**src/ote_pkg.sv**
```systemverilog
// Shared types and constants for the ordered table with extract-minimum.
// No dependencies; every other file imports this package.
`default_nettype none

package ote_pkg;

  localparam int CAPACITY_DEF = 16;

  localparam int REG_W    = 31;
  localparam int MARK_W   = 14;
  localparam int STATUS_W = 2;
  localparam int COUNT_W  = 5;

  localparam logic [MARK_W-1:0] MARK_MAX      = 14'd9999;
  localparam logic [MARK_W-1:0] MARK_SENTINEL = 14'd10000;

  localparam logic OP_APPEND = 1'b0;
  localparam logic OP_REMOVE = 1'b1;

  localparam logic [STATUS_W-1:0] ST_APPENDED = 2'd0;
  localparam logic [STATUS_W-1:0] ST_REMOVED  = 2'd1;
  localparam logic [STATUS_W-1:0] ST_EMPTY    = 2'd2;
  localparam logic [STATUS_W-1:0] ST_FULL     = 2'd3;

  typedef struct packed {
    logic [REG_W-1:0]  reg_number;
    logic [MARK_W-1:0] mark_value;
  } entry_t;

endpackage

`default_nettype wire

```
**src/ote_ifs.sv**
```systemverilog
// Valid/ready channel interfaces for the request and result beats.
// Depends on ote_pkg for field widths.
`default_nettype none

interface ote_in_if import ote_pkg::*; ();
  logic              valid;
  logic              ready;
  logic              op;
  logic [REG_W-1:0]  reg_number;
  logic [MARK_W-1:0] mark_value;

  modport source (output valid, op, reg_number, mark_value, input ready);
  modport sink   (input valid, op, reg_number, mark_value, output ready);
endinterface

interface ote_out_if import ote_pkg::*; ();
  logic                valid;
  logic                ready;
  logic [STATUS_W-1:0] status;
  logic [REG_W-1:0]    removed_reg;
  logic [MARK_W-1:0]   removed_mark;
  logic [COUNT_W-1:0]  entry_count;

  modport source (output valid, status, removed_reg, removed_mark, entry_count, input ready);
  modport sink   (input valid, status, removed_reg, removed_mark, entry_count, output ready);
endinterface

`default_nettype wire

```
**src/ote_store.sv**
```systemverilog
// Record store: one write port, one read port with registered read data.
// Depends on ote_pkg for the record type.
`default_nettype none

module ote_store import ote_pkg::*; #(
  parameter int DEPTH = CAPACITY_DEF,
  localparam int AW   = $clog2(DEPTH)
) (
  input  wire logic          clk,
  input  wire logic          wr_en,
  input  wire logic [AW-1:0] wr_addr,
  input  wire entry_t        wr_data,
  input  wire logic [AW-1:0] rd_addr,
  output entry_t             rd_data
);

  entry_t mem [DEPTH];

  always_ff @(posedge clk) begin
    if (wr_en) begin
      mem[wr_addr] <= wr_data;
    end
    rd_data <= mem[rd_addr];
  end

endmodule

`default_nettype wire

```
**src/ordered_table_extract_minimum_top.sv**
```systemverilog
// Ordered table with extract-minimum: top level with the scan/shift sequencer.
// Depends on ote_pkg, ote_in_if/ote_out_if and ote_store.
//
// Usage:
//   in_ch carries one request per beat: op 0 appends {reg_number, mark_value}
//   at the tail (marks above 9999 are clamped), op 1 removes the oldest record
//   holding the lowest mark. out_ch returns exactly one result beat per request:
//   status, the removed record (zero unless removed) and the count afterwards.
//   Removing from an empty table reports empty; appending to a full table drops
//   the record and reports full.
//   The block works on one request at a time; in_ch.ready is high only when idle.
//   Append: the finish step loads the result and returns the sequencer to idle.
//   Remove: a scan of the n held records through the store's single read port,
//   then a gap-closing shift of the records after the hit, then the finish
//   step loads the result.
//   A result waits in the output register while out_ch.ready is low; the
//   sequencer holds in its finish step until the register frees up.
//   Reset (rst_n low, synchronous) empties the table and drops any pending
//   result; store contents are not cleared.
`default_nettype none

module ordered_table_extract_minimum_top import ote_pkg::*; #(
  parameter int CAPACITY = CAPACITY_DEF
) (
  input  wire logic clk,
  input  wire logic rst_n,
  ote_in_if.sink    in_ch,
  ote_out_if.source out_ch
);

  localparam int AW = $clog2(CAPACITY);
  localparam int CW = $clog2(CAPACITY + 1);
  localparam logic [CW-1:0] CAP_CNT = CW'(CAPACITY);

  localparam logic [1:0] S_IDLE  = 2'd0;
  localparam logic [1:0] S_SCAN  = 2'd1;
  localparam logic [1:0] S_SHIFT = 2'd2;
  localparam logic [1:0] S_FIN   = 2'd3;

  logic [1:0]          state_r, state_nxt;
  logic [CW-1:0]       count_r, count_nxt;
  logic [CW-1:0]       idx_r, idx_nxt;
  logic                q_vld_r, q_vld_nxt;
  logic [AW-1:0]       q_idx_r, q_idx_nxt;
  logic [AW-1:0]       pos_r, pos_nxt;
  logic [MARK_W-1:0]   best_mark_r, best_mark_nxt;
  logic [REG_W-1:0]    best_reg_r, best_reg_nxt;
  logic [STATUS_W-1:0] res_status_r, res_status_nxt;

  logic                out_valid_r;
  logic [STATUS_W-1:0] out_status_r;
  logic [REG_W-1:0]    out_reg_r;
  logic [MARK_W-1:0]   out_mark_r;
  logic [COUNT_W-1:0]  out_count_r;

  logic              accept;
  logic              issue;
  logic              out_free;
  logic [MARK_W-1:0] mark_sat;
  logic              wr_en;
  logic [AW-1:0]     wr_addr;
  entry_t            wr_data;
  entry_t            rd_data;

  assign in_ch.ready = (state_r == S_IDLE);
  assign accept      = in_ch.valid && in_ch.ready;
  assign issue       = (idx_r < count_r);
  assign out_free    = !out_valid_r || out_ch.ready;
  assign mark_sat    = (in_ch.mark_value > MARK_MAX) ? MARK_MAX : in_ch.mark_value;

  // Store write: tail append on accept, or move an entry down one slot while shifting.
  always_comb begin
    wr_en   = 1'b0;
    wr_addr = count_r[AW-1:0];
    wr_data = '{reg_number: in_ch.reg_number, mark_value: mark_sat};
    if (accept && in_ch.op == OP_APPEND && count_r < CAP_CNT) begin
      wr_en = 1'b1;
    end else if (state_r == S_SHIFT && q_vld_r) begin
      wr_en   = 1'b1;
      wr_addr = q_idx_r - 1'b1;
      wr_data = rd_data;
    end
  end

  ote_store #(.DEPTH(CAPACITY)) u_store (
    .clk     (clk),
    .wr_en   (wr_en),
    .wr_addr (wr_addr),
    .wr_data (wr_data),
    .rd_addr (idx_r[AW-1:0]),
    .rd_data (rd_data)
  );

  always_comb begin
    state_nxt      = state_r;
    count_nxt      = count_r;
    idx_nxt        = idx_r;
    q_vld_nxt      = 1'b0;
    q_idx_nxt      = q_idx_r;
    pos_nxt        = pos_r;
    best_mark_nxt  = best_mark_r;
    best_reg_nxt   = best_reg_r;
    res_status_nxt = res_status_r;

    case (state_r)
      S_IDLE: begin
        if (accept) begin
          best_mark_nxt = '0;
          best_reg_nxt  = '0;
          state_nxt     = S_FIN;
          if (in_ch.op == OP_APPEND) begin
            if (count_r < CAP_CNT) begin
              count_nxt      = count_r + 1'b1;
              res_status_nxt = ST_APPENDED;
            end else begin
              res_status_nxt = ST_FULL;
            end
          end else if (count_r == '0) begin
            res_status_nxt = ST_EMPTY;
          end else begin
            res_status_nxt = ST_REMOVED;
            best_mark_nxt  = MARK_SENTINEL;
            pos_nxt        = '0;
            idx_nxt        = '0;
            state_nxt      = S_SCAN;
          end
        end
      end
      S_SCAN: begin
        if (issue) begin
          idx_nxt   = idx_r + 1'b1;
          q_vld_nxt = 1'b1;
          q_idx_nxt = idx_r[AW-1:0];
        end
        // strict less-than keeps the oldest record on a tie
        if (q_vld_r && rd_data.mark_value < best_mark_r) begin
          best_mark_nxt = rd_data.mark_value;
          best_reg_nxt  = rd_data.reg_number;
          pos_nxt       = q_idx_r;
        end
        if (!issue && !q_vld_r) begin
          idx_nxt   = CW'(pos_r) + 1'b1;
          state_nxt = S_SHIFT;
        end
      end
      S_SHIFT: begin
        if (issue) begin
          idx_nxt   = idx_r + 1'b1;
          q_vld_nxt = 1'b1;
          q_idx_nxt = idx_r[AW-1:0];
        end
        if (!issue && !q_vld_r) begin
          count_nxt = count_r - 1'b1;
          state_nxt = S_FIN;
        end
      end
      S_FIN: begin
        if (out_free) begin
          state_nxt = S_IDLE;
        end
      end
      default: begin
        state_nxt = S_IDLE;
      end
    endcase
  end

  always_ff @(posedge clk) begin
    if (!rst_n) begin
      state_r <= S_IDLE;
      count_r <= '0;
      idx_r   <= '0;
      q_vld_r <= 1'b0;
    end else begin
      state_r <= state_nxt;
      count_r <= count_nxt;
      idx_r   <= idx_nxt;
      q_vld_r <= q_vld_nxt;
    end
  end

  always_ff @(posedge clk) begin
    q_idx_r      <= q_idx_nxt;
    pos_r        <= pos_nxt;
    best_mark_r  <= best_mark_nxt;
    best_reg_r   <= best_reg_nxt;
    res_status_r <= res_status_nxt;
  end

  // Output register: load from the finish step, hold while the sink stalls.
  always_ff @(posedge clk) begin
    if (!rst_n) begin
      out_valid_r <= 1'b0;
    end else if (state_r == S_FIN && out_free) begin
      out_valid_r <= 1'b1;
    end else if (out_ch.ready) begin
      out_valid_r <= 1'b0;
    end
  end

  always_ff @(posedge clk) begin
    if (state_r == S_FIN && out_free) begin
      out_status_r <= res_status_r;
      out_reg_r    <= best_reg_r;
      out_mark_r   <= best_mark_r;
      out_count_r  <= COUNT_W'(count_r);
    end
  end

  assign out_ch.valid        = out_valid_r;
  assign out_ch.status       = out_status_r;
  assign out_ch.removed_reg  = out_reg_r;
  assign out_ch.removed_mark = out_mark_r;
  assign out_ch.entry_count  = out_count_r;

  a_count_bound: assert property (@(posedge clk) disable iff (!rst_n)
    count_r <= CAP_CNT)
    else $error("record count above capacity");

  a_remove_starts_scan: assert property (@(posedge clk) disable iff (!rst_n)
    accept && in_ch.op == OP_REMOVE && count_r != '0 |=> state_r == S_SCAN)
    else $error("remove on non-empty table did not start a scan");

  a_shift_shrinks: assert property (@(posedge clk) disable iff (!rst_n)
    state_r == S_SHIFT && state_nxt == S_FIN |=> count_r == $past(count_r) - 1'b1)
    else $error("shift finished without dropping one record");

  a_found_record: assert property (@(posedge clk) disable iff (!rst_n)
    state_r == S_FIN && res_status_r == ST_REMOVED |-> best_mark_r < MARK_SENTINEL)
    else $error("remove finished without a held record");

  a_shift_write_in_range: assert property (@(posedge clk) disable iff (!rst_n)
    state_r == S_SHIFT && wr_en |-> CW'(wr_addr) + 1'b1 < count_r)
    else $error("shift wrote outside the held records");

endmodule

`default_nettype wire
```
**src/flat_wrapper.sv**
```systemverilog
// flat-port wrapper written by rule: the top's interface ports become plain ports
module ordered_table_extract_minimum_top_flat import ote_pkg::*;
#(
  parameter int CAPACITY = CAPACITY_DEF
)
  (clk, rst_n, in_ch_valid, in_ch_op, in_ch_reg_number, in_ch_mark_value, in_ch_ready, out_ch_valid, out_ch_status, out_ch_removed_reg, out_ch_removed_mark, out_ch_entry_count, out_ch_ready);
  ote_in_if in_ch_i ();
  ote_out_if out_ch_i ();
  input  wire logic clk;
  input  wire logic rst_n;
  input wire logic [$bits(in_ch_i.valid)-1:0] in_ch_valid;
  input wire logic [$bits(in_ch_i.op)-1:0] in_ch_op;
  input wire logic [$bits(in_ch_i.reg_number)-1:0] in_ch_reg_number;
  input wire logic [$bits(in_ch_i.mark_value)-1:0] in_ch_mark_value;
  output wire logic [$bits(in_ch_i.ready)-1:0] in_ch_ready;
  output wire logic [$bits(out_ch_i.valid)-1:0] out_ch_valid;
  output wire logic [$bits(out_ch_i.status)-1:0] out_ch_status;
  output wire logic [$bits(out_ch_i.removed_reg)-1:0] out_ch_removed_reg;
  output wire logic [$bits(out_ch_i.removed_mark)-1:0] out_ch_removed_mark;
  output wire logic [$bits(out_ch_i.entry_count)-1:0] out_ch_entry_count;
  input wire logic [$bits(out_ch_i.ready)-1:0] out_ch_ready;
  assign in_ch_i.valid = in_ch_valid;
  assign in_ch_i.op = in_ch_op;
  assign in_ch_i.reg_number = in_ch_reg_number;
  assign in_ch_i.mark_value = in_ch_mark_value;
  assign in_ch_ready = in_ch_i.ready;
  assign out_ch_valid = out_ch_i.valid;
  assign out_ch_status = out_ch_i.status;
  assign out_ch_removed_reg = out_ch_i.removed_reg;
  assign out_ch_removed_mark = out_ch_i.removed_mark;
  assign out_ch_entry_count = out_ch_i.entry_count;
  assign out_ch_i.ready = out_ch_ready;
  ordered_table_extract_minimum_top #(.CAPACITY(CAPACITY)) u_core (.clk(clk), .rst_n(rst_n), .in_ch(in_ch_i), .out_ch(out_ch_i));
endmodule
```
**config.mk**
```make
export PLATFORM = sky130hd
export DESIGN_NAME = ordered_table_extract_minimum_top_flat
export DESIGN_NICKNAME = d
export VERILOG_FILES = /design/src/ote_pkg.sv /design/src/ote_ifs.sv /design/src/ote_store.sv /design/src/ordered_table_extract_minimum_top.sv /design/src/flat_wrapper.sv
export SDC_FILE = /design/constraint.sdc
export NUM_CORES = 1
export LEC_CHECK = 0
export ABC_AREA = 1
export BUFFER_PORTS_ARGS = -buffer_cell sky130_fd_sc_hd__buf_4
export CAP_MARGIN = 20
export CORE_MARGIN = 8
export CORE_UTILIZATION = 45
export DETAILED_ROUTE_END_ITERATION = 10
export PLACE_DENSITY = 0.72
export SYNTH_ARGS = -nofsm -noshare
export SYNTH_HDL_FRONTEND = slang
export SYNTH_HIERARCHICAL = 1
export SYNTH_SLANG_ARGS = --single-unit
```
**constraint.sdc**
```tcl
create_clock -name clk -period 5.9 [get_ports clk]
set_input_delay 1.18 -clock clk [delete_from_list [all_inputs] [get_ports clk]]
set_output_delay 1.18 -clock clk [all_outputs]
set_load 0.01 [all_outputs]
```
[Word-level counts from Yosys, hierarchy flattened]
Memory sizes are Yosys's and may differ from the RTL's. A register that Yosys moved wholly into a read port is not among the register bits.
Cells that the tools add are included.
Storage, ports and cells
  register bits after elaboration: 121
  bits in writable memories: 720
  input port bits: 50
  output and inout port bits: 54
  logic and storage cells: 109
  memories kept: 1
Memories
  u_core.u_store.mem: words 16, bits a word 45, rd ports 1, clocked after Yosys merged registers in 1, wr ports 1, line ote_store.sv:17  | entry_t mem [DEPTH];
Cells by class
  $add $sub $neg: 5
  magnitude comparators: 4
  equal/unequal tests: 12
  muxes and demuxes: 46
  bitwise logic cells: 1
  reductions and logical operators: 26
Operators with widths (number)
  $mux W45: 2
  $mux W14: 5
  $mux W31: 2
  $pmux W31 S2: 1
  $mux W5: 9
  $pmux W14 S2: 1
  $mux W4: 6
  $mux W2: 9
  $pmux W5 S3: 1
  $gt A14 B14 Y1 const B: 1
  $lt A14 B14 Y1: 1
  $ne A2 B2 Y1 const B: 6
  $add A5 B1 Y5 const B: 2
  $pmux W5 S2: 1
  $reduce_and A5 Y1: 2
  $pmux W2 S4: 1
  $pmux W4 S2: 1
  $reduce_and A4 Y1: 2
  $logic_and A1 B1 Y1: 7
  $mux W1: 7
  $ne A2 B1 Y1 const B: 3
  $reduce_and A2 Y1: 3
  $reduce_bool A2 Y1: 3
  $add A4 B1 Y5 const B: 1
  other kinds (14): 17

[Longest topological paths before layout]
  depth after elaboration: 7
  depth in mapped cells: 13
  gate-level depth less buffers: 13

[By module]
The synthesis kept the hierarchy.
Modules (own cells, without submodules)
  ote_store: instances 1, cells an instance 2968, area each 31796.7 um^2
  ordered_table_extract_minimum_top: instances 1, cells an instance 620, area each 5938.2 um^2

[Worst setup path before layout]
No wires, ideal clock.
  path type: input to register
  start point: input port in_ch_op
  end point: memory u_core/u_store/mem[11][0] (netlist bit), enable pin
  setup time: 0.448 ns
  data arrival time: 4.039 ns
  path slack: 1.413 ns
  stages on the path: 8
  cell sequence: nor2_1 -> a21oi_4 -> inv_2 -> buf_2 -> nand2_1 -> o21ai_1 -> nand3_1 -> nor2_1
RTL lines
  start: declaration: line flat_wrapper.sv:12  | input wire logic [$bits(in_ch_i.op)-1:0] in_ch_op;
  $not A1 Y1: line ordered_table_extract_minimum_top.sv:76  | if (accept && in_ch.op == OP_APPEND && count_r < CAP_CNT) begin
  $logic_and A1 B1 Y1 (2 in series): line ordered_table_extract_minimum_top.sv:76
  $mux W4: line ordered_table_extract_minimum_top.sv:76
  net u_core.wr_addr[1]: line ordered_table_extract_minimum_top.sv:61  | logic [AW-1:0] wr_addr;
  end: declaration: line ote_store.sv:17
The timed path passes the listed nets, and every way through them passes these cells.

[Final worst setup path]
  start point: register u_core.state_r[0]
  end point: memory u_core/u_store/mem[4][43] (netlist bit), enable pin
RTL lines
  start: declaration: line ordered_table_extract_minimum_top.sv:40  | logic [1:0] state_r, state_nxt;
  start signal: assignment: line ordered_table_extract_minimum_top.sv:175  | state_r <= state_nxt;
  $logic_not A2 Y1: line ordered_table_extract_minimum_top.sv:65  | assign in_ch.ready = (state_r == S_IDLE);
  $logic_and A1 B1 Y1: line ordered_table_extract_minimum_top.sv:66  | assign accept = in_ch.valid && in_ch.ready;
  $logic_and A1 B1 Y1 (2 in series): line ordered_table_extract_minimum_top.sv:76
  $mux W4 *: line ordered_table_extract_minimum_top.sv:76
  net u_core.wr_addr[0]: line ordered_table_extract_minimum_top.sv:61
Mark *: on every way through the listed nets, which the timed path passes. The rest lies on a longest branch.

==> run summary <==
Status: finished, final reports clean
LEAKAGE: 18.2 nW
Gpl congestion: 0.816
Min Tclk post-route: 4.00 ns
Boundary Pins: 104
Main combinational cell family by area after synthesis: simple AND/OR/NAND/NOR gates
Hold WC Path Type: flip-flop to flip-flop
Die height: 306 microns
Synth Area in Compound Gates: 0.00899
Power per cell area: 408 mW/mm^2
Register area: 0.0260 sq mm
Share of cells above drive strength 1: 0.0910
YS warnings: 6
Antenna-violating nets left: 0
CTS tree: done
Initial antenna violation count: 0
Root Buffer: clkbuf_16
Most common cell after layout, fill and taps aside: nand2_1
Vias in the first global route: 23947
First drt pass iteration count: 8
Top Registers: u_core/u_store/mem: 720 flops, u_core/u_store/rd_data: 45 flops
Max FFs per register: 720
Clk buf depth: 3
Mapped Nets: 3667
Final Hold Viols: 0
Via Count: 24596
Final setup violation count: 0
Post-CTS Resized: 0
CP Capture Type: flip-flop
Area contributors post-synth: edfxtp_1 (66%), nand2_1 (12%), nand3_1 (7.4%)
Area share of the largest cell type after synthesis: 0.658
Register area share after synthesis: 0.689
Avg Cell Area, Syn: 10.5 sq um
Pin count of the biggest net entering global routing: 183
Grt met3 use: 0.0347
Post-Synth Adder-Cell Area: 0.00981
F_max: 250 MHz
Placed insts: 4657
Worst Hold Launch: u_core/best_reg_r[27]$_SDFFCE_PN0P_
Tcrit/Tclk final: 0.679
Met1 Resource Use GR: 0.246
Post-Synth Simple-Gate Area: 0.200
Initial Util: 0.453
Multiplexer share of the synthesized area: 0
Largest area contributor in the netlist: edfxtp_1
N_diodes: 0
Net Sw Frac: 0.296
Synth unique cells: 35
RSZ-0062 raised after global routing: no
Met2 usage: 0.307
Crit path arrival time: 4.30 ns
Row count: 106
CTS Buf Count: 88
# fillers: 7115
Combinational share of power: 0.201
Reg2reg start: u_core/state_r[0]$_SDFFE_PN0P_
GRT Residual Overflow: 0
Commonest cells after routing, fill and taps aside: nand2_1 (1169), edfxtp_1 (827), inv_1 (641), nand3_1 (556), buf_4 (150)
Clock insertion delay at the later pin of the skew report: 0.64 ns
DIE WIDTH: 306 microns
Detailed router's first-iteration violation count: 2469
Residual DRC count: 0
IO buf count: 103
Biggest register: u_core/u_store/mem
Sum Neg Setup Slack: 0 ns
Busiest layer in global routing: met2
Final nets: 3753
Switching Power: 5.13 mW
DP HPWL: 49.4 mm
Maxcap violations: 0
Wirelength per Cell: 18.4 microns
Area grow syn2layout: 12.8%
Post-Synth XOR/XNOR Area: 0.00186
Placeable Area: 0.0833 sq mm
Crit path from: u_core/state_r[0]$_SDFFE_PN0P_
P_int: 12.2 mW
Worst-Margin Slew: 1.10 ns
Multi-input logic area: 0.00846 sq mm
Syn Inst Count: 3588
Num Clock Sinks: 886
Worst setup SP type: flip-flop
Total Wirelength: 89.0 mm
Final cell count without fillers: 4827
Routed vias/inst: 5.10
Flop and latch count out of synthesis: 886
GR Util All Layers: 0.186
Hold buffers post-CTS: 0
Crit-path max FO: 29
Reg clk slew, reported paths: 0.06 ns
CP required: 6.20 ns
H-tree depth reported by CTS: 3
Maximum vdd drop: 233 uV
Critical path class: flip-flop to flip-flop
Post-CTS setup buffers: 0
First-pass GRT wire length: 137 mm
Layout Skew: 0.0234 ns
Die footprint: 0.0934 sq mm
Clock share of power: 0.328
WHS: 0.411 ns
Reg power frac: 0.471
Max-Slew Margin vs Limit: 0.264
Max Transition Viols Final: 0
Post-synthesis cell area: 0.0377 sq mm
## per-layer routing
| layer | routed length (microns) | part of all wire | vias to the layer above |
|---|---|---|---|
| li1 | - | - | 11753 |
| met3 | 7330 | 0.082 | 180 |
| met2 | 42500 | 0.48 | 1011 |
| met4 | 2620 | 0.029 | 0 |
| met5 | 0 | 0 | - |
| met1 | 36500 | 0.41 | 11652 |
## cells by family (layout without fill, tap and decap cells)
| family | count (synthesis) | after routing |
|---|---|---|
| xor gates and xnor gates | 8 | 8 |
| adders and majority gates | 29 | 29 |
| and+or+nand+nor | 1791 | 1791 |
| DFF | 886 | 886 |
| AOI/OAI and AO/OA | 61 | 61 |
| buffers and inverters | 813 | 972 |
## per-stage QoR
step                cell area, sq um  setup WS, ns  total power [mW]  utilization
finish                         42600          1.90              17.3        0.511
global route                   42600          1.70              18.1        0.511
CTS                            42500          1.89              17.4        0.510
detailed placement             39500          1.44              11.7        0.474
global placement               39500          1.38              11.6        0.474
floorplan                      37700          1.41              10.6            -
## final timing paths
path                                                  end  slack [ns]  cells after the start
setup / recovery      u_core/u_store/mem[4][43]$_DFFE_PP_        1.90                     10
setup reg to reg      u_core/u_store/mem[4][43]$_DFFE_PP_        1.90                     10
hold / removal    u_core/out_ch.removed_reg[27]$_DFFE_PP_        0.41                      0
hold reg to reg   u_core/out_ch.removed_reg[27]$_DFFE_PP_        0.41                      0
## power by group through the flow
| stage | sequential, mW | clock, mW | combinational [mW] |
|---|---|---|---|
| finish | 8.17 | 5.69 | 3.48 |
| global route | 8.24 | 6.02 | 3.89 |
| CTS | 8.17 | 5.78 | 3.48 |
| detailed placement | 8.30 | 0 | 3.45 |
| global placement | 8.28 | 0 | 3.37 |
| floorplan | 8.18 | 0 | 2.39 |
## worst max-delay path, cell delays in order (launching register included)
cell	delay, ns
dfxtp_1	0.34
inv_1	0.11
ha_1	0.34
nand2_1	0.16
a21oi_4	0.24
buf_4	0.48
o21ai_0	0.22
inv_1	0.13
nand3_1	0.31
nor2_4	0.86
buf_4	0.43
## cell type report
class	instances	share of cell area
Timing Repair Buffer	158	0.0302
Multi-Input combinational cell	1889	0.199
Tap cell	1080	0.0318
Sequential cell	886	0.612
Clock buffer	125	0.0588
Inverter	651	0.0580
Clock inverter	38	0.0109
## Yosys cell counts
cell	n
nor2_8	1
buf_1	20
o21ai_1	9
nand3_1	556
nand3_4	1
fa_1	1
o21a_1	2
inv_1	642
nor3_1	12
edfxtp_1	827
nor2_4	2
nand2_2	4
xor2_1	6
nand3_2	1
ha_1	28
nand2_4	6
buf_4	67
nand4_1	3
dfxtp_1	59
nor2_1	36
inv_6	1
xnor2_1	2
o21ai_2	2
a21oi_2	1
o21ai_0	15
nand2_1	1169
o22ai_1	2
inv_2	6
clkbuf_1	26
o31a_1	1
inv_4	2
buf_2	46
a21oi_1	28
a21oi_4	1
buf_6	3
(Power assumes the default switching activity.)
